## src/rtl/shortest_remaining_time_scheduler_macros.svh

```systemverilog
// Assertion macros shared by the scheduler RTL.
`ifndef SHORTEST_REMAINING_TIME_SCHEDULER_MACROS_SVH
`define SHORTEST_REMAINING_TIME_SCHEDULER_MACROS_SVH

`ifndef ASSERT_OFF

// same-cycle implication
`define SRTS_ASSERT_NOW(label, clk, rst_n, cond, prop) \
	label: assert property (@(posedge clk) disable iff (!rst_n) (cond) |-> (prop)) \
		else $error("scheduler assertion failed");

// next-cycle implication
`define SRTS_ASSERT_NEXT(label, clk, rst_n, cond, prop) \
	label: assert property (@(posedge clk) disable iff (!rst_n) (cond) |=> (prop)) \
		else $error("scheduler assertion failed");

`else

`define SRTS_ASSERT_NOW(label, clk, rst_n, cond, prop)
`define SRTS_ASSERT_NEXT(label, clk, rst_n, cond, prop)

`endif

`endif

```

## src/rtl/srts_pkg.sv

```systemverilog
package srts_pkg;

	localparam int MAX_PROCS_DEF = 16;
	localparam int DATA_W        = 16;
	localparam int SLOT_IN_W     = 4;
	localparam int PC_W          = 5;
	localparam int TIME_W        = 32;

	localparam logic [PC_W-1:0] PC_RESET = 5'd16;
	localparam logic [PC_W-1:0] FIN_TOP  = 5'd31;

	localparam logic KIND_LOAD = 1'b0;
	localparam logic KIND_TICK = 1'b1;

	// one slot table entry
	typedef struct packed {
		logic [DATA_W-1:0] arrival;
		logic [DATA_W-1:0] remaining;
		logic [DATA_W-1:0] burst;
	} entry_t;

	localparam int ENTRY_W = $bits(entry_t);

endpackage

```

## src/rtl/shortest_remaining_time_scheduler.sv

```systemverilog
// Preemptive shortest-remaining-time-first scheduler. A load word (kind 0)
// writes one slot's arrival tick and burst and returns no result; loads
// to a slot at or above MAX_PROCS are dropped. A tick word (kind 1)
// scans the slots in use one per cycle through the slot RAM's single read
// port, picks the arrived slot with the least remaining work (lowest slot on
// ties), serves it, and returns one result word. A tick holds the input
// through the scan of the n slots in use (n being process_count clamped to
// MAX_PROCS), the turnaround, wait, running-sum and output steps on a
// 33-bit datapath, and while the output waits on a stalled consumer. Loads
// are taken while a result still sits in the output register. Times and sums
// saturate at all ones, finished count at 31. The user must write process_count
// through cfg_we/cfg_wdata only while the block is idle; the block does not
// enforce it. It resets to 16; zero leaves no slot in use (all_done reads 1).
`include "shortest_remaining_time_scheduler_macros.svh"

module shortest_remaining_time_scheduler #(
	parameter int MAX_PROCS = srts_pkg::MAX_PROCS_DEF
) (
	input  logic                           clk,
	input  logic                           arst_n,
	// config
	input  logic                           cfg_we,
	input  logic [srts_pkg::PC_W-1:0]      cfg_wdata,
	// input words
	input  logic                           in_valid,
	output logic                           in_ready,
	input  logic                           kind,
	input  logic [srts_pkg::SLOT_IN_W-1:0] slot,
	input  logic [srts_pkg::DATA_W-1:0]    arrival,
	input  logic [srts_pkg::DATA_W-1:0]    burst,
	// result words
	output logic                           out_valid,
	input  logic                           out_ready,
	output logic [srts_pkg::SLOT_IN_W-1:0] running_slot,
	output logic                           idle,
	output logic                           finished,
	output logic [srts_pkg::TIME_W-1:0]    wait_of_finished,
	output logic [srts_pkg::TIME_W-1:0]    turnaround_of_finished,
	output logic [srts_pkg::TIME_W-1:0]    total_wait,
	output logic [srts_pkg::TIME_W-1:0]    total_turnaround,
	output logic                           all_done
);

	import srts_pkg::*;

	localparam int SLOT_W = (MAX_PROCS > 1) ? $clog2(MAX_PROCS) : 1;
	localparam int CNT_W  = $clog2(MAX_PROCS + 1);
	localparam int CMP_W  = (CNT_W > PC_W) ? CNT_W : PC_W;
	localparam int LD_W   = (CNT_W > SLOT_IN_W) ? CNT_W : SLOT_IN_W;
	localparam int PAD_W  = TIME_W - DATA_W;

	typedef enum logic [2:0] {
		S_IDLE,
		S_SCAN,
		S_TURN,
		S_WAIT,
		S_SUM,
		S_PUT
	} state_t;

	state_t state_q;

	logic [PC_W-1:0]      process_count_q;
	logic [MAX_PROCS-1:0] valid_q;
	logic [TIME_W-1:0]    tick_q;
	logic [PC_W-1:0]      fin_cnt_q;
	logic [TIME_W-1:0]    wait_sum_q;
	logic [TIME_W-1:0]    turn_sum_q;

	// scan
	logic [CNT_W-1:0]  iss_q;
	logic              pend_s1;
	logic [SLOT_W-1:0] rd_idx_s1;
	logic              found_q;
	logic [SLOT_W-1:0] best_q;
	logic [DATA_W-1:0] best_arr_q;
	logic [DATA_W-1:0] best_rem_q;
	logic [DATA_W-1:0] best_bur_q;

	// finish math
	logic              fin_q;
	logic [TIME_W:0]   turn_q;
	logic [TIME_W-1:0] wait_q;
	logic [TIME_W-1:0] turn_sat_q;

	// output register
	logic                 out_valid_q;
	logic [SLOT_IN_W-1:0] running_slot_q;
	logic                 idle_q;
	logic                 finished_q;
	logic [TIME_W-1:0]    wait_out_q;
	logic [TIME_W-1:0]    turn_out_q;
	logic [TIME_W-1:0]    total_wait_q;
	logic [TIME_W-1:0]    total_turn_q;
	logic                 all_done_q;

	logic [CNT_W-1:0]   n_eff;
	logic               load_ok;
	logic               issue;
	logic               ram_we;
	logic [SLOT_W-1:0]  ram_waddr;
	entry_t             ram_wdata;
	logic [ENTRY_W-1:0] ram_rdata;
	entry_t             rd;
	logic               elig;
	logic               smaller;
	logic [TIME_W:0]    bur_ext;
	logic [TIME_W:0]    wait_diff;
	logic [TIME_W:0]    wait_full;
	logic [TIME_W-1:0]  wait_sat;
	logic [TIME_W:0]    wsum_full;
	logic [TIME_W:0]    tsum_full;

	// slots in use, clamped to the table size
	always_comb begin
		if (CMP_W'(process_count_q) > CMP_W'(MAX_PROCS)) begin
			n_eff = CNT_W'(MAX_PROCS);
		end else begin
			n_eff = CNT_W'(process_count_q);
		end
	end

	assign load_ok  = LD_W'(slot) < LD_W'(MAX_PROCS);
	assign in_ready = (state_q == S_IDLE);
	assign issue    = (state_q == S_SCAN) && (iss_q < n_eff);

	// single write port: loads in idle, the decrement after a scan
	always_comb begin
		if (state_q == S_IDLE) begin
			ram_we              = in_valid && (kind == KIND_LOAD) && load_ok;
			ram_waddr           = SLOT_W'(slot);
			ram_wdata.arrival   = arrival;
			ram_wdata.remaining = burst;
			ram_wdata.burst     = burst;
		end else begin
			ram_we              = (state_q == S_TURN) && found_q;
			ram_waddr           = best_q;
			ram_wdata.arrival   = best_arr_q;
			ram_wdata.remaining = best_rem_q - DATA_W'(1);
			ram_wdata.burst     = best_bur_q;
		end
	end

	srts_ram #(
		.WIDTH (ENTRY_W),
		.DEPTH (MAX_PROCS)
	) u_slot_ram (
		.clk   (clk),
		.we    (ram_we),
		.waddr (ram_waddr),
		.wdata (ram_wdata),
		.re    (issue),
		.raddr (iss_q[SLOT_W-1:0]),
		.rdata (ram_rdata)
	);

	assign rd = entry_t'(ram_rdata);

	// never-loaded slots read as zero work through the valid bits
	assign elig    = valid_q[rd_idx_s1] && ({{PAD_W{1'b0}}, rd.arrival} <= tick_q)
		&& (rd.remaining != '0);
	assign smaller = rd.remaining < best_rem_q;

	// wait = turnaround - burst, floored at zero, from the unsaturated turnaround
	assign bur_ext   = {{(PAD_W + 1){1'b0}}, best_bur_q};
	assign wait_diff = turn_q - bur_ext;
	assign wait_full = (turn_q >= bur_ext) ? wait_diff : '0;
	assign wait_sat  = wait_full[TIME_W] ? '1 : wait_full[TIME_W-1:0];

	assign wsum_full = {1'b0, wait_sum_q} + {1'b0, wait_q};
	assign tsum_full = {1'b0, turn_sum_q} + {1'b0, turn_sat_q};

	always_ff @(posedge clk or negedge arst_n) begin
		if (!arst_n) begin
			state_q         <= S_IDLE;
			process_count_q <= PC_RESET;
			valid_q         <= '0;
			tick_q          <= '0;
			fin_cnt_q       <= '0;
			wait_sum_q      <= '0;
			turn_sum_q      <= '0;
			iss_q           <= '0;
			pend_s1         <= 1'b0;
			rd_idx_s1       <= '0;
			found_q         <= 1'b0;
			best_q          <= '0;
			best_arr_q      <= '0;
			best_rem_q      <= '0;
			best_bur_q      <= '0;
			fin_q           <= 1'b0;
			turn_q          <= '0;
			wait_q          <= '0;
			turn_sat_q      <= '0;
			out_valid_q     <= 1'b0;
			running_slot_q  <= '0;
			idle_q          <= 1'b0;
			finished_q      <= 1'b0;
			wait_out_q      <= '0;
			turn_out_q      <= '0;
			total_wait_q    <= '0;
			total_turn_q    <= '0;
			all_done_q      <= 1'b0;
		end else begin
			if (cfg_we) begin
				process_count_q <= cfg_wdata;
			end
			if (out_valid_q && out_ready) begin
				out_valid_q <= 1'b0;
			end

			// read pipeline and running minimum
			pend_s1   <= issue;
			rd_idx_s1 <= iss_q[SLOT_W-1:0];
			if (pend_s1 && elig && (!found_q || smaller)) begin
				found_q    <= 1'b1;
				best_q     <= rd_idx_s1;
				best_arr_q <= rd.arrival;
				best_rem_q <= rd.remaining;
				best_bur_q <= rd.burst;
			end

			case (state_q)
				S_IDLE: begin
					if (in_valid) begin
						if (kind == KIND_TICK) begin
							iss_q   <= '0;
							found_q <= 1'b0;
							state_q <= S_SCAN;
						end else if (load_ok) begin
							valid_q[SLOT_W'(slot)] <= 1'b1;
						end
					end
				end
				S_SCAN: begin
					// last compare lands on the same edge we leave
					if (issue) begin
						iss_q <= iss_q + CNT_W'(1);
					end else begin
						state_q <= S_TURN;
					end
				end
				S_TURN: begin
					fin_q   <= found_q && (best_rem_q == DATA_W'(1));
					turn_q  <= {1'b0, tick_q} - {{(PAD_W + 1){1'b0}}, best_arr_q}
						+ (TIME_W + 1)'(1);
					state_q <= S_WAIT;
				end
				S_WAIT: begin
					if (fin_q) begin
						wait_q     <= wait_sat;
						turn_sat_q <= turn_q[TIME_W] ? '1 : turn_q[TIME_W-1:0];
					end else begin
						wait_q     <= '0;
						turn_sat_q <= '0;
					end
					state_q <= S_SUM;
				end
				S_SUM: begin
					if (fin_q) begin
						wait_sum_q <= wsum_full[TIME_W] ? '1 : wsum_full[TIME_W-1:0];
						turn_sum_q <= tsum_full[TIME_W] ? '1 : tsum_full[TIME_W-1:0];
						if (fin_cnt_q != FIN_TOP) begin
							fin_cnt_q <= fin_cnt_q + PC_W'(1);
						end
					end
					if (tick_q != '1) begin
						tick_q <= tick_q + TIME_W'(1);
					end
					state_q <= S_PUT;
				end
				S_PUT: begin
					if (!out_valid_q || out_ready) begin
						out_valid_q    <= 1'b1;
						running_slot_q <= found_q ? SLOT_IN_W'(best_q) : '0;
						idle_q         <= !found_q;
						finished_q     <= fin_q;
						wait_out_q     <= wait_q;
						turn_out_q     <= turn_sat_q;
						total_wait_q   <= wait_sum_q;
						total_turn_q   <= turn_sum_q;
						all_done_q     <= CMP_W'(fin_cnt_q) >= CMP_W'(n_eff);
						state_q        <= S_IDLE;
					end
				end
				default: begin
					state_q <= S_IDLE;
				end
			endcase
		end
	end

	assign out_valid              = out_valid_q;
	assign running_slot           = running_slot_q;
	assign idle                   = idle_q;
	assign finished               = finished_q;
	assign wait_of_finished       = wait_out_q;
	assign turnaround_of_finished = turn_out_q;
	assign total_wait             = total_wait_q;
	assign total_turnaround       = total_turn_q;
	assign all_done               = all_done_q;

	// an idle tick never finishes a slot
	`SRTS_ASSERT_NOW(a_idle_not_fin, clk, arst_n, out_valid && finished, !idle)
	// wait is turnaround minus burst, so never larger
	`SRTS_ASSERT_NOW(a_wait_le_turn, clk, arst_n, out_valid && finished, wait_of_finished <= turnaround_of_finished)
	// the saturating totals keep the same ordering
	`SRTS_ASSERT_NOW(a_sum_order, clk, arst_n, out_valid, total_wait <= total_turnaround)
	// a taken tick occupies the sequencer
	`SRTS_ASSERT_NEXT(a_tick_busy, clk, arst_n, in_valid && in_ready && kind, !in_ready)

endmodule

```

## src/rtl/srts_ram.sv

```systemverilog
module srts_ram #(
	parameter int WIDTH = srts_pkg::ENTRY_W,
	parameter int DEPTH = srts_pkg::MAX_PROCS_DEF
) (
	input  logic                                    clk,
	input  logic                                    we,
	input  logic [((DEPTH > 1) ? $clog2(DEPTH) : 1)-1:0] waddr,
	input  logic [WIDTH-1:0]                        wdata,
	input  logic                                    re,
	input  logic [((DEPTH > 1) ? $clog2(DEPTH) : 1)-1:0] raddr,
	output logic [WIDTH-1:0]                        rdata
);

	logic [WIDTH-1:0] mem_q [DEPTH];

	always_ff @(posedge clk) begin
		if (we) begin
			mem_q[waddr] <= wdata;
		end
		if (re) begin
			rdata <= mem_q[raddr];
		end
	end

endmodule
```

## config.mk

```make
export PLATFORM = sky130hd
export DESIGN_NAME = shortest_remaining_time_scheduler
export DESIGN_NICKNAME = d
export VERILOG_FILES = /design/src/rtl/srts_pkg.sv /design/src/rtl/shortest_remaining_time_scheduler.sv /design/src/rtl/srts_ram.sv
export VERILOG_INCLUDE_DIRS = /design/src /design/src/rtl
export SDC_FILE = /design/constraint.sdc
export NUM_CORES = 2
export LEC_CHECK = 0
export BUFFER_PORTS_ARGS = -buffer_cell sky130_fd_sc_hd__buf_4
export CAP_MARGIN = 30
export CORE_MARGIN = 8
export CORE_UTILIZATION = 44
export CTS_BUF_LIST = sky130_fd_sc_hd__clkbuf_4
export DETAILED_ROUTE_END_ITERATION = 10
export PLACE_DENSITY = 0.59
export SETUP_SLACK_MARGIN = 0.3
export SYNTH_ARGS = -nofsm -noshare
export SYNTH_HDL_FRONTEND = slang
export SYNTH_HIERARCHICAL = 1
export SYNTH_SLANG_ARGS = --single-unit
export TNS_END_PERCENT = 30
```

## constraint.sdc

```tcl
create_clock -name clk -period 7.24 [get_ports clk]
set_input_delay 1.448 -clock clk [delete_from_list [all_inputs] [get_ports clk]]
set_output_delay 1.448 -clock clk [all_outputs]
set_load 0.1 [all_outputs]
```

# Word level (Yosys, flattened, before mapping)
# Memory sizes are Yosys's and may differ from the RTL's. A register that Yosys moved wholly into a read port is not among the register bits.
# Cells that the tools add are included.
# word_totals
wordCells,120
input_bits,47
mem_bits_rw,768
romBits,0
latch_bits,0
out_inout_bits,137
regBits,422
n_memories,1
# classes
mux,34
shifts,0
order_cmp,9
n_eq_ne,13
addsub,9
bitwise,2
div_mod_pow,0
reduce_logical,24
mul,0
# mem_list
memory,words,word_bits,rd,rd_clocked_by_memory_dff,write_ports,line,text
u_slot_ram.mem_q,16,48,1,1,1,srts_ram.sv:14,logic [WIDTH-1:0] mem_q [DEPTH];
# ops
op,n
32-bit two-way mux,6
32-bit by 32-bit adder with 33-bit output,2
48-bit two-way mux,1
"33-bit by 1-bit adder with 33-bit output, second input constant",1
33-bit by 16-bit greater-or-equal comparator with 1-bit output,1
33-bit two-way mux,1
32-bit by 16-bit subtractor with 33-bit output,1
33-bit by 16-bit subtractor with 33-bit output,1
"32-bit by 1-bit adder with 32-bit output, second input constant",1
16-bit by 32-bit <= comparator with 1-bit output,1
"32-bit != test, second input constant",1
5-bit two-way mux,4
3-bit case mux with 6 select lines,1
"16-bit by 1-bit == test with 1-bit output, second input constant",1
16-bit < comparator,1
16-bit bitwise OR,1
16-bit nonzero test,1
"16-bit by 1-bit subtractor with 16-bit output, second input constant",1
1-bit two-way mux,12
3-bit two-way mux,4
"5-bit by 1-bit adder with 5-bit output, second input constant",2
1-bit logical AND,10
"4-bit by 5-bit < comparator with 1-bit output, second input constant",2
5-bit case mux with 2 select lines,1
other kinds (21),33

# Depth between registers and ports, before layout
# depth
depth_word,10
ltp_mapped,15
mapped_depth_nobuf,15

# Cells and area by module
# The synthesis kept the hierarchy.
# by_module_without_submodules
mod,cells_each,seq_area_each_um2,area_each_um2,n_inst
srts_ram,1242,24503.5,30171.4,1
shortest_remaining_time_scheduler,2709,10561.4,24501.0,1

# Least setup slack after synthesis
# OpenSTA, ideal clock, no wires.
# synth_timing
path_type,register to register
from,register state_q[2]
to,memory u_slot_ram/mem_q[4][0] (netlist bit) (enable)
path_stages_with_launch,9
synth_period_minus_slack_ns,6.306
t_arrival_ns,5.793
required_ns,6.727
path_buffers,2
setup_time_ns,0.513
setup_slack_ns,0.934
cell_sequence,dfrtp_1 -> clkbuf_1 -> or3_1 -> inv_2 -> clkbuf_1 -> nand2_1 -> nand2_1 -> nand3b_1 -> nor3_1
# synth_via
word_cells_on_any_way,7
cone_classes,eq/ne (1); mux (4); reduce/logical (2)
# synth_lines
element,line,text
start: declaration,shortest_remaining_time_scheduler.sv:61,state_t state_q;
start signal: assignment,shortest_remaining_time_scheduler.sv:175,state_q <= S_IDLE;
start signal: assignment,shortest_remaining_time_scheduler.sv:228,state_q <= S_SCAN;
start signal: assignment,shortest_remaining_time_scheduler.sv:239,state_q <= S_TURN;
3-bit zero test,--,
via in_ready,shortest_remaining_time_scheduler.sv:26,"output logic in_ready,"
4-bit two-way mux,shortest_remaining_time_scheduler.sv:129,if (state_q == S_IDLE) begin
via ram_waddr[2],shortest_remaining_time_scheduler.sv:101,logic [SLOT_W-1:0] ram_waddr;
end: declaration,srts_ram.sv:14,
# The timed path passes the listed nets, and every way through them passes these cells.

# Worst setup path after layout
# layout_timing
from,register state_q[2]
to,output in_ready
# layout_via
elab_chain_cells,1
# layout_lines
element,line,text
3-bit zero test,shortest_remaining_time_scheduler.sv:124,assign in_ready = (state_q == S_IDLE);
end: declaration,shortest_remaining_time_scheduler.sv:26,
# No other way between the ends.

==> results.yml <==
sta:
  fin_crit_sh_pct: 61.3
  fmax_mhz: 225
  setup_viol_count_final: 0
  maxSlewViolCount: 0
  slew_headroom_pct: 32.4
  tns_ns: 0
  finClkSkew_ns: 0.109
  hold_viol: 0
  rsz0062_at_grt: "no"
  fin_crit_ns: 4.44
  worst_slew_pin_slew_ns: 1.01
yosys:
  synth_warnings: 6
  netlist_top_cells_count: "edfxtp_1, nand2_1, dfrtp_1"
  avgSynthCellArea_um2: 13.8
  yosysSeqAreaShare_pct: 64.1
  synthCells: 3951
  syn_area_um2: 54700
  synth_cell_types: 82
  synth_edf_count: 816
  yosys_most_used_dff: "edfxtp_1"
  yosys.area.top_type: "edfxtp_1"
  async_reset_ff_share_pct: 34.1
  syn-num-nets: 4198
  synth_most_common_cell: "edfxtp_1"
  synth_seq_cells: 1238
  synth_top_cell_area_share_pct: 44.8
  synth.area.top_cells: "edfxtp_1, dfrtp_1, mux4_2, nand2_1, ha_1"
critical_path:
  cp-end-kind: "output port"
  critPathArrivalTime_ns: 2.99
  cp_max_fo: 17
  regToRegStartpoint: "state_q[2]"
  crit_required_ns: 5.79
  crit_path_start_kind: "flip-flop"
  crit_type: "flip-flop to output port"
  cp-startpoint: "state_q[2]"
place:
  portBuffers: 183
  placed_area_um2: 58300
  gp_congestion: 0.864
  place_inst: 5687
  post-dp-hpwl_mm: 93.1
clocking:
  ctsResizeCount: 0
  holdBufCountCts: 0
  cts_max_path_buffers: 4
  cts_buffers: 348
  clk_latency_ns: 1.23
  clockRootBuffer: "clkbuf_4"
  clock_sinks: 1238
  clk_pin_slew_ns: 0.06
  cts_setup_buffers: 0
  cts_tree: "done"
  h-tree-depth: 5
pwr:
  vdd_drop_max_v: 0.000248
  power.leakage_uw: 0.0252
  p_total_uw: 24100
  power_density_nw_per_um2: 385
layout:
  final_area_um2: 62500
  largestRegisters: "u_slot_ram/mem_q x768, u_slot_ram/rdata x48, turn_q x33"
  finalCoreUtilization_pct: 50.6
  fillCellCount: 10800
  drive_gt1_share_pct: 24.2
  final-seq-area_um2: 35100
  fin_cells: 6281
  top_register: "u_slot_ram/mem_q"
  multi_input_area_um2: 18500
  largest_reg_flops: 768
  fin_nets: 4650
  syn_to_final_growth_pct: 14.3
detailed_routing:
  routed_wl_mm: 142
  first_pass_iters: 5
  drc: 0
  first_iter_violations: 2570
  drtAntennaViolNets: 0
  via_count: 34500
  via_per_inst: 5.49
  routedWlPerCell_um: 22.6
global_route:
  antenna_found_initial: 12
  grt_util_all_layers_pct: 20.6
  grt_max_degree: 171
  grt-ovfl-total: 0
  grt_pass1_vias: 35099
  grt_pass1_wl_mm: 216
floorplan:
  die_y_um: 369
  dieWidth_um: 369
  start_util_pct: 44.3
  num_rows: 129
  io_pins: 184
  coreArea_um2: 123000
  dieArea_um2: 136000
worst_hold_path:
  hold_class: "input pin to asynchronous set/reset pin"
outcome:
  status: "completed"
flow_run:
  drv_cap: 0
[cells by family (layout without fill, tap and decap cells)]
family / count (synthesis) / in the layout / synth area share (%)
buffers and inverters: 306 / 987 / 2.27
other: 0 / 12 / 0
flip-flops: 1238 / 1238 / 64.1
adder cells (fa/ha/maj): 200 / 200 / 4.63
AO/OA/AOI/OAI: 731 / 731 / 8.71
XOR/XNOR: 151 / 151 / 2.43
multiplexers: 262 / 262 / 9.44
AND/OR/NAND/NOR: 1063 / 1063 / 8.38
[stage by stage]
stage / worst slack [ns] / hold WS [ns]
after floorplan: 0.934 / 0.432
after global placement: 2.42 / 0.454
after detailed placement: 2.86 / 0.459
after CTS: 2.62 / 0.160
after global routing: 2.56 / 0.223
final: 2.80 / 0.298
[area by class of cell]
class / count / area share (%)
Timing Repair Buffer: 281 / 3.58
Antenna cell: 12 / 0.0480
Clock buffer: 514 / 6.17
Multi-Input combinational cell: 2407 / 29.6
Clock inverter: 65 / 0.406
Tap cell: 1637 / 3.28
Inverter: 127 / 0.763
Sequential cell: 1238 / 56.1
[worst paths after layout]
kind	to	slack, ns	cells past startpoint
hold reg to reg	total_turnaround[25]	0.47	2
min in group clk	total_turnaround[25]	0.47	2
max in group asynchronous	iss_q[1]	5.45	2
setup / recovery	in_ready	2.80	3
setup reg to reg	u_slot_ram/mem_q[13][19]	3.01	7
hold / removal	turnaround_of_finished[23]	0.30	1
[power by group]
group | internal, uW | switching (uW) | leakage (uW)
sequential | 9390 | 752 | 0.0132
combinational | 2910 | 5020 | 0.00949
clock | 3210 | 2790 | 0.00250
total | 15500 | 8560 | 0.0252
[cells in the final DEF (no fill, tap or decap), types with 126 or more instances in the layout]
master	Yosys	final
nand2_1	684	683
dfrtp_1	421	419
ha_1	196	196
clkbuf_4	0	515
a21oi_1	129	129
buf_4	18	268
inv_1	126	126
o21ai_0	214	206
edfxtp_1	816	816
mux4_2	197	197
[per-layer routing]
| layer | track usage, % | up-vias | wire length [um] |
|---|---|---|---|
| li1 | - | 15885 | - |
| met1 | 28.2 | 17240 | 61300 |
| met2 | 33.5 | 1137 | 67800 |
| met3 | 3.90 | 238 | 9190 |
| met4 | 6.49 | 0 | 3550 |
| met5 | 0 | - | 0 |
[critical path, cell delays in order (launching register included)]
cell and delay [ns]:
dfrtp_1 0.49, or3_1 0.60, inv_2 0.36, buf_4 0.37
No activity file was read; power rests on OpenSTA's default activity.
